`config.mk`:
```
export PLATFORM = sky130hd
export DESIGN_NAME = json_string_unescape_utf8
export DESIGN_NICKNAME = d
export VERILOG_FILES = /design/src/design/jsu_pkg.sv /design/src/design/json_string_unescape_utf8.sv
export SDC_FILE = /design/constraint.sdc
export NUM_CORES = 1
export LEC_CHECK = 0
export ABC_AREA = 1
export BUFFER_PORTS_ARGS = -buffer_cell sky130_fd_sc_hd__buf_2
export CAP_MARGIN = 20
export CORE_ASPECT_RATIO = 1.5
export CORE_MARGIN = 10
export CORE_UTILIZATION = 25
export DETAILED_ROUTE_END_ITERATION = 16
export PLACE_DENSITY = 0.48
export SYNTH_ARGS = -nofsm -noshare
export SYNTH_HDL_FRONTEND = slang
export SYNTH_SLANG_ARGS = --single-unit
```
`constraint.sdc`:
```
create_clock -name clk -period 3.9 [get_ports clk]
set_clock_uncertainty 0.2 [all_clocks]
set_input_delay 0.78 -clock clk [delete_from_list [all_inputs] [get_ports clk]]
set_output_delay 0.78 -clock clk [all_outputs]
set_load 0.01 [all_outputs]
```
`src/design/jsu_pkg.sv`:
```
package jsu_pkg;

  typedef struct packed {
    logic [7:0] in_byte;
    logic       last_byte;
  } in_item_t;

  typedef struct packed {
    logic [7:0] out_byte;
    logic [1:0] kind;
    logic [2:0] error_code;
    logic       run_end;
  } out_item_t;

  typedef enum logic [3:0] {
    PH_IDLE    = 4'd0,
    PH_STR     = 4'd1,
    PH_ESC     = 4'd2,
    PH_HEX     = 4'd3,
    PH_PAIR_BS = 4'd4,
    PH_PAIR_U  = 4'd5,
    PH_LOW_HEX = 4'd6,
    PH_DRAIN   = 4'd7
  } phase_t;

  localparam logic [1:0] KIND_DATA  = 2'd0;
  localparam logic [1:0] KIND_CLOSE = 2'd1;
  localparam logic [1:0] KIND_ERROR = 2'd2;

  localparam logic [2:0] ERR_NO_QUOTE     = 3'd0;
  localparam logic [2:0] ERR_UNTERMINATED = 3'd1;
  localparam logic [2:0] ERR_ESCAPE_CUT   = 3'd2;
  localparam logic [2:0] ERR_BAD_ESCAPE   = 3'd3;
  localparam logic [2:0] ERR_SHORT_HEX    = 3'd4;
  localparam logic [2:0] ERR_BAD_HEX      = 3'd5;
  localparam logic [2:0] ERR_BAD_PAIR     = 3'd6;
  localparam logic [2:0] ERR_LONE_LOW     = 3'd7;

  localparam logic [7:0] CH_QUOTE = 8'h22;
  localparam logic [7:0] CH_BSL   = 8'h5C;
  localparam logic [7:0] CH_U     = 8'h75;

  localparam logic [15:0] HIGH_SUR_LO = 16'hD800;
  localparam logic [15:0] HIGH_SUR_HI = 16'hDBFF;
  localparam logic [15:0] LOW_SUR_LO  = 16'hDC00;
  localparam logic [15:0] LOW_SUR_HI  = 16'hDFFF;

  localparam logic [20:0] CP_1B_MAX = 21'h00007F;
  localparam logic [20:0] CP_2B_MAX = 21'h0007FF;
  localparam logic [20:0] CP_3B_MAX = 21'h00FFFF;
  localparam logic [20:0] CP_PLANE1 = 21'h010000;

  localparam logic [7:0] LEAD_2B = 8'hC0;
  localparam logic [7:0] LEAD_3B = 8'hE0;
  localparam logic [7:0] LEAD_4B = 8'hF0;
  localparam logic [7:0] CONT_B  = 8'h80;

  // Bit 4 set marks a byte that is not a hex digit.
  function automatic logic [4:0] hex_digit(input logic [7:0] c);
    logic [4:0] d;
    d = 5'h10;
    if (c >= 8'h30 && c <= 8'h39)      d = {1'b0, 4'(c - 8'h30)};
    else if (c >= 8'h61 && c <= 8'h66) d = {1'b0, 4'(c - 8'h57)};
    else if (c >= 8'h41 && c <= 8'h46) d = {1'b0, 4'(c - 8'h37)};
    return d;
  endfunction

  // Return {simple_ok, byte}; simple_ok clear for anything but a simple escape.
  function automatic logic [8:0] simple_escape(input logic [7:0] c);
    logic [8:0] r;
    r = 9'h000;
    case (c)
      8'h22: r = {1'b1, 8'h22};
      8'h5C: r = {1'b1, 8'h5C};
      8'h2F: r = {1'b1, 8'h2F};
      8'h62: r = {1'b1, 8'h08};
      8'h66: r = {1'b1, 8'h0C};
      8'h6E: r = {1'b1, 8'h0A};
      8'h72: r = {1'b1, 8'h0D};
      8'h74: r = {1'b1, 8'h09};
      default: r = 9'h000;
    endcase
    return r;
  endfunction

endpackage

```
`src/design/json_string_unescape_utf8.sv`:
```
// Latency: results of a byte appear at the output the cycle after the byte is accepted.
// Throughput: one byte per cycle while each byte gives at most one result and res_stall
//   is low; a byte that gives more (up to four UTF-8 bytes of a code point) stalls the
//   input until its last result leaves, and the next byte is taken in that cycle.
// Reset: decoder waits for an opening quote; result buffer empty.
module json_string_unescape_utf8
  import jsu_pkg::*;
(
  input  logic      clk,
  input  logic      rst,
  input  logic      byte_valid,
  output logic      byte_stall,
  input  in_item_t  byte_data,
  output logic      res_valid,
  input  logic      res_stall,
  output out_item_t res_data
);

  phase_t      phase, phase_next;
  logic [15:0] hex_value, hex_value_next;
  logic [1:0]  digit_count, digit_count_next;
  logic [9:0]  high_bits, high_bits_next;
  logic        bad_hex, bad_hex_next;

  // result buffer for one accepted beat
  logic [2:0]  cnt;
  logic [1:0]  idx;
  logic [7:0]  bytes [4];
  logic [1:0]  res_kind;
  logic [2:0]  res_err;

  logic [2:0]  cnt_next;
  logic [7:0]  bytes_next [4];
  logic [1:0]  kind_next;
  logic [2:0]  err_next;

  logic accept, pop, last_pop, pend;

  assign pend       = (cnt != 3'd0);
  assign res_valid  = pend;
  assign pop        = pend && !res_stall;
  assign last_pop   = pop && ({1'b0, idx} == cnt - 3'd1);
  assign byte_stall = pend && !last_pop;
  assign accept     = byte_valid && !byte_stall;

  assign res_data.out_byte   = (res_kind == KIND_DATA) ? bytes[idx] : 8'h00;
  assign res_data.kind       = res_kind;
  assign res_data.error_code = res_err;
  assign res_data.run_end    = ({1'b0, idx} == cnt - 3'd1);

  logic [7:0]  b;
  logic        last;
  logic [4:0]  dig;
  logic [8:0]  simp;
  logic [15:0] hv;
  logic [20:0] cp;
  logic        raise, close, emit_cp, emit_byte;
  logic [2:0]  rcode;

  always_comb begin
    b    = byte_data.in_byte;
    last = byte_data.last_byte;
    dig  = hex_digit(b);
    simp = simple_escape(b);
    hv   = dig[4] ? hex_value : {hex_value[11:0], dig[3:0]};
    cp   = {5'd0, hv};

    phase_next       = phase;
    hex_value_next   = hex_value;
    digit_count_next = digit_count;
    high_bits_next   = high_bits;
    bad_hex_next     = bad_hex;

    raise     = 1'b0;
    rcode     = ERR_NO_QUOTE;
    close     = 1'b0;
    emit_cp   = 1'b0;
    emit_byte = 1'b0;

    unique case (phase)
      PH_IDLE: begin
        if (b == CH_QUOTE) begin
          if (last) begin
            raise = 1'b1;
            rcode = ERR_UNTERMINATED;
          end else begin
            phase_next = PH_STR;
          end
        end else begin
          raise = 1'b1;
          rcode = ERR_NO_QUOTE;
        end
      end
      PH_STR: begin
        if (b == CH_QUOTE) begin
          close      = 1'b1;
          phase_next = PH_IDLE;
        end else if (last) begin
          raise = 1'b1;
          rcode = (b == CH_BSL) ? ERR_ESCAPE_CUT : ERR_UNTERMINATED;
        end else if (b == CH_BSL) begin
          phase_next = PH_ESC;
        end else begin
          emit_byte = 1'b1;
        end
      end
      PH_ESC: begin
        if (simp[8]) begin
          if (last) begin
            raise = 1'b1;
            rcode = ERR_UNTERMINATED;
          end else begin
            emit_byte  = 1'b1;
            phase_next = PH_STR;
          end
        end else if (b == CH_U) begin
          if (last) begin
            raise = 1'b1;
            rcode = ERR_SHORT_HEX;
          end else begin
            hex_value_next   = 16'h0000;
            digit_count_next = 2'd0;
            bad_hex_next     = 1'b0;
            phase_next       = PH_HEX;
          end
        end else begin
          raise = 1'b1;
          rcode = ERR_BAD_ESCAPE;
        end
      end
      PH_HEX, PH_LOW_HEX: begin
        bad_hex_next   = bad_hex | dig[4];
        hex_value_next = hv;
        if (digit_count != 2'd3) begin
          if (last) begin
            raise = 1'b1;
            rcode = ERR_SHORT_HEX;
          end else begin
            digit_count_next = digit_count + 2'd1;
          end
        end else begin
          digit_count_next = 2'd0;
          if (bad_hex_next) begin
            raise = 1'b1;
            rcode = ERR_BAD_HEX;
          end else if (phase == PH_HEX) begin
            if (hv >= HIGH_SUR_LO && hv <= HIGH_SUR_HI) begin
              if (last) begin
                raise = 1'b1;
                rcode = ERR_BAD_PAIR;
              end else begin
                high_bits_next = hv[9:0];
                phase_next     = PH_PAIR_BS;
              end
            end else if (hv >= LOW_SUR_LO && hv <= LOW_SUR_HI) begin
              raise = 1'b1;
              rcode = ERR_LONE_LOW;
            end else begin
              emit_cp = 1'b1;
            end
          end else begin
            if (hv < LOW_SUR_LO || hv > LOW_SUR_HI) begin
              raise = 1'b1;
              rcode = ERR_BAD_PAIR;
            end else begin
              cp      = CP_PLANE1 + {1'b0, high_bits, hv[9:0]};
              emit_cp = 1'b1;
            end
          end
          if (emit_cp && last) begin
            emit_cp = 1'b0;
            raise   = 1'b1;
            rcode   = ERR_UNTERMINATED;
          end else if (emit_cp) begin
            phase_next = PH_STR;
          end
        end
      end
      PH_PAIR_BS: begin
        if (last || b != CH_BSL) begin
          raise = 1'b1;
          rcode = ERR_BAD_PAIR;
        end else begin
          phase_next = PH_PAIR_U;
        end
      end
      PH_PAIR_U: begin
        if (b != CH_U) begin
          raise = 1'b1;
          rcode = ERR_BAD_PAIR;
        end else if (last) begin
          raise = 1'b1;
          rcode = ERR_SHORT_HEX;
        end else begin
          hex_value_next   = 16'h0000;
          digit_count_next = 2'd0;
          bad_hex_next     = 1'b0;
          phase_next       = PH_LOW_HEX;
        end
      end
      default: begin
        phase_next = last ? PH_IDLE : PH_DRAIN;
      end
    endcase

    if (raise) phase_next = last ? PH_IDLE : PH_DRAIN;

    // assemble the result beats
    cnt_next   = 3'd0;
    kind_next  = KIND_DATA;
    err_next   = 3'd0;
    for (int i = 0; i < 4; i++) bytes_next[i] = 8'h00;
    if (raise) begin
      cnt_next  = 3'd1;
      kind_next = KIND_ERROR;
      err_next  = rcode;
    end else if (close) begin
      cnt_next  = 3'd1;
      kind_next = KIND_CLOSE;
    end else if (emit_byte) begin
      cnt_next      = 3'd1;
      bytes_next[0] = (phase == PH_ESC) ? simp[7:0] : b;
    end else if (emit_cp) begin
      if (cp <= CP_1B_MAX) begin
        cnt_next      = 3'd1;
        bytes_next[0] = {1'b0, cp[6:0]};
      end else if (cp <= CP_2B_MAX) begin
        cnt_next      = 3'd2;
        bytes_next[0] = LEAD_2B | {3'b000, cp[10:6]};
        bytes_next[1] = CONT_B | {2'b00, cp[5:0]};
      end else if (cp <= CP_3B_MAX) begin
        cnt_next      = 3'd3;
        bytes_next[0] = LEAD_3B | {4'h0, cp[15:12]};
        bytes_next[1] = CONT_B | {2'b00, cp[11:6]};
        bytes_next[2] = CONT_B | {2'b00, cp[5:0]};
      end else begin
        cnt_next      = 3'd4;
        bytes_next[0] = LEAD_4B | {5'd0, cp[20:18]};
        bytes_next[1] = CONT_B | {2'b00, cp[17:12]};
        bytes_next[2] = CONT_B | {2'b00, cp[11:6]};
        bytes_next[3] = CONT_B | {2'b00, cp[5:0]};
      end
    end
  end

  always_ff @(posedge clk) begin
    if (rst) begin
      phase       <= PH_IDLE;
      hex_value   <= 16'h0000;
      digit_count <= 2'd0;
      high_bits   <= 10'd0;
      bad_hex     <= 1'b0;
      cnt         <= 3'd0;
      idx         <= 2'd0;
    end else begin
      if (accept) begin
        phase       <= phase_next;
        hex_value   <= hex_value_next;
        digit_count <= digit_count_next;
        high_bits   <= high_bits_next;
        bad_hex     <= bad_hex_next;
        cnt         <= cnt_next;
        idx         <= 2'd0;
      end else if (last_pop) begin
        cnt <= 3'd0;
        idx <= 2'd0;
      end else if (pop) begin
        idx <= idx + 2'd1;
      end
    end
  end

  // payload of the result buffer: load on accept, hold otherwise
  always_ff @(posedge clk) begin
    if (accept) begin
      for (int i = 0; i < 4; i++) bytes[i] <= bytes_next[i];
      res_kind <= kind_next;
      res_err  <= err_next;
    end
  end

  a_idx_in_range: assert property (@(posedge clk) disable iff (rst)
    pend |-> ({1'b0, idx} < cnt))
    else $error("result index past buffer count");

  a_cnt_max: assert property (@(posedge clk) disable iff (rst)
    cnt <= 3'd4)
    else $error("result buffer count above four");

  a_marker_single: assert property (@(posedge clk) disable iff (rst)
    (pend && res_kind != KIND_DATA) |-> (cnt == 3'd1))
    else $error("end or error beat not alone");

  a_drain_silent: assert property (@(posedge clk) disable iff (rst)
    (accept && phase == PH_DRAIN) |=> (cnt == 3'd0))
    else $error("byte gave a result while skipping after an error");

  a_no_accept_busy: assert property (@(posedge clk) disable iff (rst)
    (pend && !last_pop) |-> !accept)
    else $error("byte accepted while results still queued");

endmodule
```
Word level (Yosys, flattened, before mapping)
Memories as Yosys holds them, arrays and structs flattened. A register that Yosys moved wholly into a read port is not among the register bits.
Index checks and enable logic that the tools add are counted.
Word-level totals
  RAM bits: 32
  memories kept: 1
  logic and storage cells: 221
  register bits after elaboration: 43
  latch bits: 0
  memory bits (read-only): 0
  output and inout bits: 16
Memories
  bytes: words 4, bits a word 8, read ports 1, clocked after Yosys merged registers in 1, write ports 4, line json_string_unescape_utf8.sv:28  | logic [7:0] bytes [4];
Operators by class
  bitwise gates (word level): 4
  $add $sub $neg: 7
  divide/modulo/power cells: 0
  $mul: 0
  reductions and logical operators: 26
  equality and inequality tests: 32
  mux-type cells: 127
  shift operators: 0
  order comparisons: 15
Operators by type and width (count)
  21-bit two-way mux: 6
  16-bit two-way mux: 6
  32-bit two-way mux: 3
  4-bit two-way mux: 19
  3-bit two-way mux: 24
  9-bit one-hot mux with 8 select lines: 1
  8-bit by 7-bit equality test with 1-bit output (second input constant): 7
  24-bit two-way mux: 2
  16-bit one-hot mux with 3 select lines: 1
  8-bit two-way mux: 5
  1-bit two-way mux: 39
  16-bit greater-or-equal comparator (second input constant): 2
  16-bit <= comparator (second input constant): 2
  4-bit one-hot mux with 6 select lines: 1
  2-bit two-way mux: 11
  17-bit by 20-bit adder with 21-bit output (first input constant): 1
  21-bit by 11-bit <= comparator with 1-bit output (second input constant): 1
  21-bit by 16-bit <= comparator with 1-bit output (second input constant): 1
  21-bit by 7-bit <= comparator with 1-bit output (second input constant): 1
  3-bit != test (second input constant): 6
  3-bit one-hot mux with 6 select lines: 1
  8-bit by 6-bit equality test with 1-bit output (second input constant): 2
  8-bit by 7-bit greater-or-equal comparator with 1-bit output (second input constant): 2
  16-bit greater-than comparator (second input constant): 1
  36 further kinds: 66

Depth between registers and ports, before layout
  depth after elaboration: 23
  gate-level depth with buffers: 26
  mapped depth without buffers: 24

Worst setup path before layout
No wires, ideal clock.
  path type: flip-flop to flip-flop
  from: reg cnt[0]
  to: reg digit_count[0]
  setup slack: 0.529 ns
  arrival time: 3.100 ns
  clock period less this slack: 3.371 ns
  library setup time: 0.070 ns
  cell stages (with the launch flop): 14
  data required time: 3.630 ns
  buffers on the path: 0
  cell sequence: dfxtp_1 inv_1 ha_1 xnor2_1 nor2_1 nand2_1 nand2_1 nand2_1 inv_1 nand2_1 a21oi_1 o21ai_0 or4_1 a21oi_1
RTL lines
  from (decl): line json_string_unescape_utf8.sv:26  | logic [2:0] cnt;
  from (signal assigned): line json_string_unescape_utf8.sv:262  | cnt <= cnt_next;
  to (signal assigned): line json_string_unescape_utf8.sv:259  | digit_count <= digit_count_next;
  to (decl): line json_string_unescape_utf8.sv:21  | logic [1:0] digit_count, digit_count_next;

==> flow_summary.toml <==
[run_status]
result_of_the_run = "complete, no violations"

[sta]
final_min_period_over_clock_period_pct = 91.1
fin_crit_ns = 3.55
setup_viol_count_final = 0
slew-limit-headroom_pct = 45.2
totalNegativeSetupSlack_ns = 0
timing.final.max_slew_violations = 0
setup_repair_after_global_routing_missed_its_margin = "false"
fmaxAchievable_mhz = 282
max_slew.worst_pin.slew_ns = 0.815
finalHoldViolations = 0
worst_hold_slack_ns = 0.261
setup_ws_ns = 0.348

[clock_tree]
clock_transition_at_the_registers_of_the_reported_paths_ns = 0.06
clkLatencyLatePin_ns = 0.35
postCtsSetupBuffers = 0
clock_sink_count = 74
holdBufCountCts = 0
cts_tree = "done"
post_cts_resized = 0
h_tree_levels = 3
cts_max_path_buffers = 2
cts-buffers-inserted = 9
clockRootBuffer = "clkbuf_16"

[final_layout]
fillCellCount = 2089
antenna-diode-count = 0
layout.cell_area.non_filler_um2 = 5700
multiInputGateArea_um2 = 2530
final_net_count = 742
most-common-layout-cells = "137 x nand2_1, 84 x inv_1, 82 x nor2_1"
regArea_um2 = 1820
layout-area-overhead-vs-synth_pct = 18.4
layout-drive-gt1-share_pct = 17.9
final_cells = 982
mostFrequentLayoutCell = "nand2_1"

[placement]
place_worst_setup_slack_ns = -0.0150
dpl.cell_count = 966
dpl_cell_area_um2 = 5400
final_weighted_congestion_in_routability_driven_placement = 0.897
detailed_place_hpwl_um = 12000
io_buffer_count = 28

[critical_path]
critPathTopFamily = "simple AND/OR/NAND/NOR gates"
startpoint_of_the_worst_slack_reg_to_reg_timing_path = "phase[1]"
timing.critical_path.slowest_cell_delay_ns = 0.27
rrSetupSlack_ns = 0.82
worst-setup-path-type = "input port to register"
start_kind = "input port"
cp_launch_point = "byte_data[1]"
crit_path_cell_trace = "buf_2 -> inv_1 -> ha_1 -> inv_1 -> nand2_1 -> nand2_1 -> nand2_1 -> nand2_2 -> nand2_4 -> o21ai_1 -> nor2_4 -> nand2_2 -> nor2_1 -> nor2_1 -> nand2_2 -> nor2_4 -> nand2_2 -> inv_2 -> nor2_4 -> inv_2 -> nand3_1"
worst-endpoint-arrival_ns = 3.44
timing.critical_path.buf_inv = 5
setup.worst_path.end_class = "register"
critical_path.slowest_cell = "o21ai_1"
data_required_time_of_the_worst_path_ns = 3.78
path_common_cell = "nand2_2"
path_max_fanout = 14

[route]
ant_nets = 0
drc = 0
wl_per_cell_um = 15.4
first_iter_violations = 380
dr_total_vias = 4546
avgViaCountPerCell = 4.63
drtPass1Iterations = 5
wirelength_um = 15100

[flow_run]
max-cap-violations = 0

[floorplan]
row_count = 62
coreArea_um2 = 19100
initial_core_util_pct = 25.2
fp.dieArea_um2 = 25300
die_w_um = 133
boundaryPins = 29
die_h_um = 190

[power_and_ir_drop]
power.sequential.fraction_pct = 41.4
vdd.ir_drop.worst_v = 0.000193
netSwitchingFraction_pct = 30.9
share_comb_of_total_power_pct = 19.6
power_report.internal_total_uw = 1520
leakage_uw = 0.00239
power_per_cell_area_nw_per_um2 = 385
pwr-share-clk_pct = 39.0
net-switching-power_uw = 680

[grt]
initial_antenna_violation_count = 0
grt_pass1_vias = 4536
global_route_usage_sum_pct = 12.1
grt_start_max_net_pins = 38
globalRoute.totalOverflow = 0
grt_first_pass_wirelength_um = 24200

[yosys]
netlist.top_cell.by_area = "edfxtp_1"
syn_area_per_cell_um2 = 7.18
netlist_area_um2 = 4820
ys_top_cells_by_area = "edfxtp_1 21%, dfxtp_1 17%, nand2_1 11%, inv_1 6.5%, nor2_1 6.4%"
ys_types = 44
synth.yosys.warnings = 0
synth_sequential_area_ratio_pct = 37.8
postSynthRegisterBits = 74
synth_nets = 692
synth.top_cell.area_share_pct = 21.2
syn_inst = 671

[min_path]
timing.hold.worst.class = "register to register"
min_from = "hex_value[13]"
==> worst min-delay path, stage by stage, from the launching register on <==
cell	delay (ns)
dfxtp_1	0.30
nand2_1	0.06
a21oi_1	0.06
==> layer usage <==
layer	vias up	global-route usage, %	share of wire [%]
li1	2323	-	-
met1	2113	13.3	41
met2	81	21.7	52
met3	29	1.66	2.2
met4	0	6.80	4.1
met5	-	0	0
==> power groups by stage <==
stage	clock [uW]	sequential, uW	combinational [uW]
2_1_floorplan	0	925	281
3_3_place_gp	0	928	437
3_5_place_dp	0	928	432
4_1_cts	872	912	434
5_1_grt	896	918	485
6_report	856	910	431
==> cells by family (layout without fill, tap and decap cells) <==
family,after synthesis,count (layout),synth area share (%)
and+or+nand+nor,326,326,32.9
AOI/OAI and AO/OA,141,141,16.4
buffers and inverters,116,171,9.66
DFF,74,74,37.8
adders and majority gates,8,8,2.08
xor gates and xnor gates,6,6,1.09
==> flip-flops by register name (all words and copies together) (netlist names), named ones only <==
name,count
digit_count,2
res_err,3
res_kind,2
idx,2
bad_hex,1
bytes,29
hex_value,16
cnt,3
phase,4
high_bits,10
==> cells in the mapped netlist, drive strengths merged <==
cell type	count
or2	3
nand3b	3
a2bb2oi	1
o21ai	62
o2111ai	1
a31oi	5
nor2	92
o221ai	1
o21bai	1
xor2	4
a211oi	7
ha	8
nor3	9
inv	94
xnor2	2
edfxtp	34
nand4	16
a21oi	56
dfxtp	40
nand2	154
clkinv	3
o211ai	5
or4	1
buf	8
o22ai	2
nand3	48
clkbuf	11
==> final cells by class <==
type | count | area share [%]
Sequential cell | 74 | 31.9
Multi-Input combinational cell | 481 | 44.4
Tap cell | 256 | 5.62
Clock buffer | 9 | 3.95
Timing Repair Buffer | 58 | 6.41
Inverter | 97 | 6.38
Clock inverter | 7 | 1.34
==> worst paths after layout <==
kind | depth (start not counted) | to
worst max-delay path | 21 | bytes[0][5]
worst min-delay path | 2 | hex_value[13]
worst min register to register | 2 | hex_value[13]
worst max register to register | 12 | phase[2]
==> per-stage QoR <==
stage	power (uW)	utilization (%)
floorplan	1210	-
global placement	1370	28.3
detailed placement	1360	28.3
CTS	2220	29.9
global route	2300	29.9
finish	2200	29.9
No activity file was read; power rests on OpenSTA's default activity.
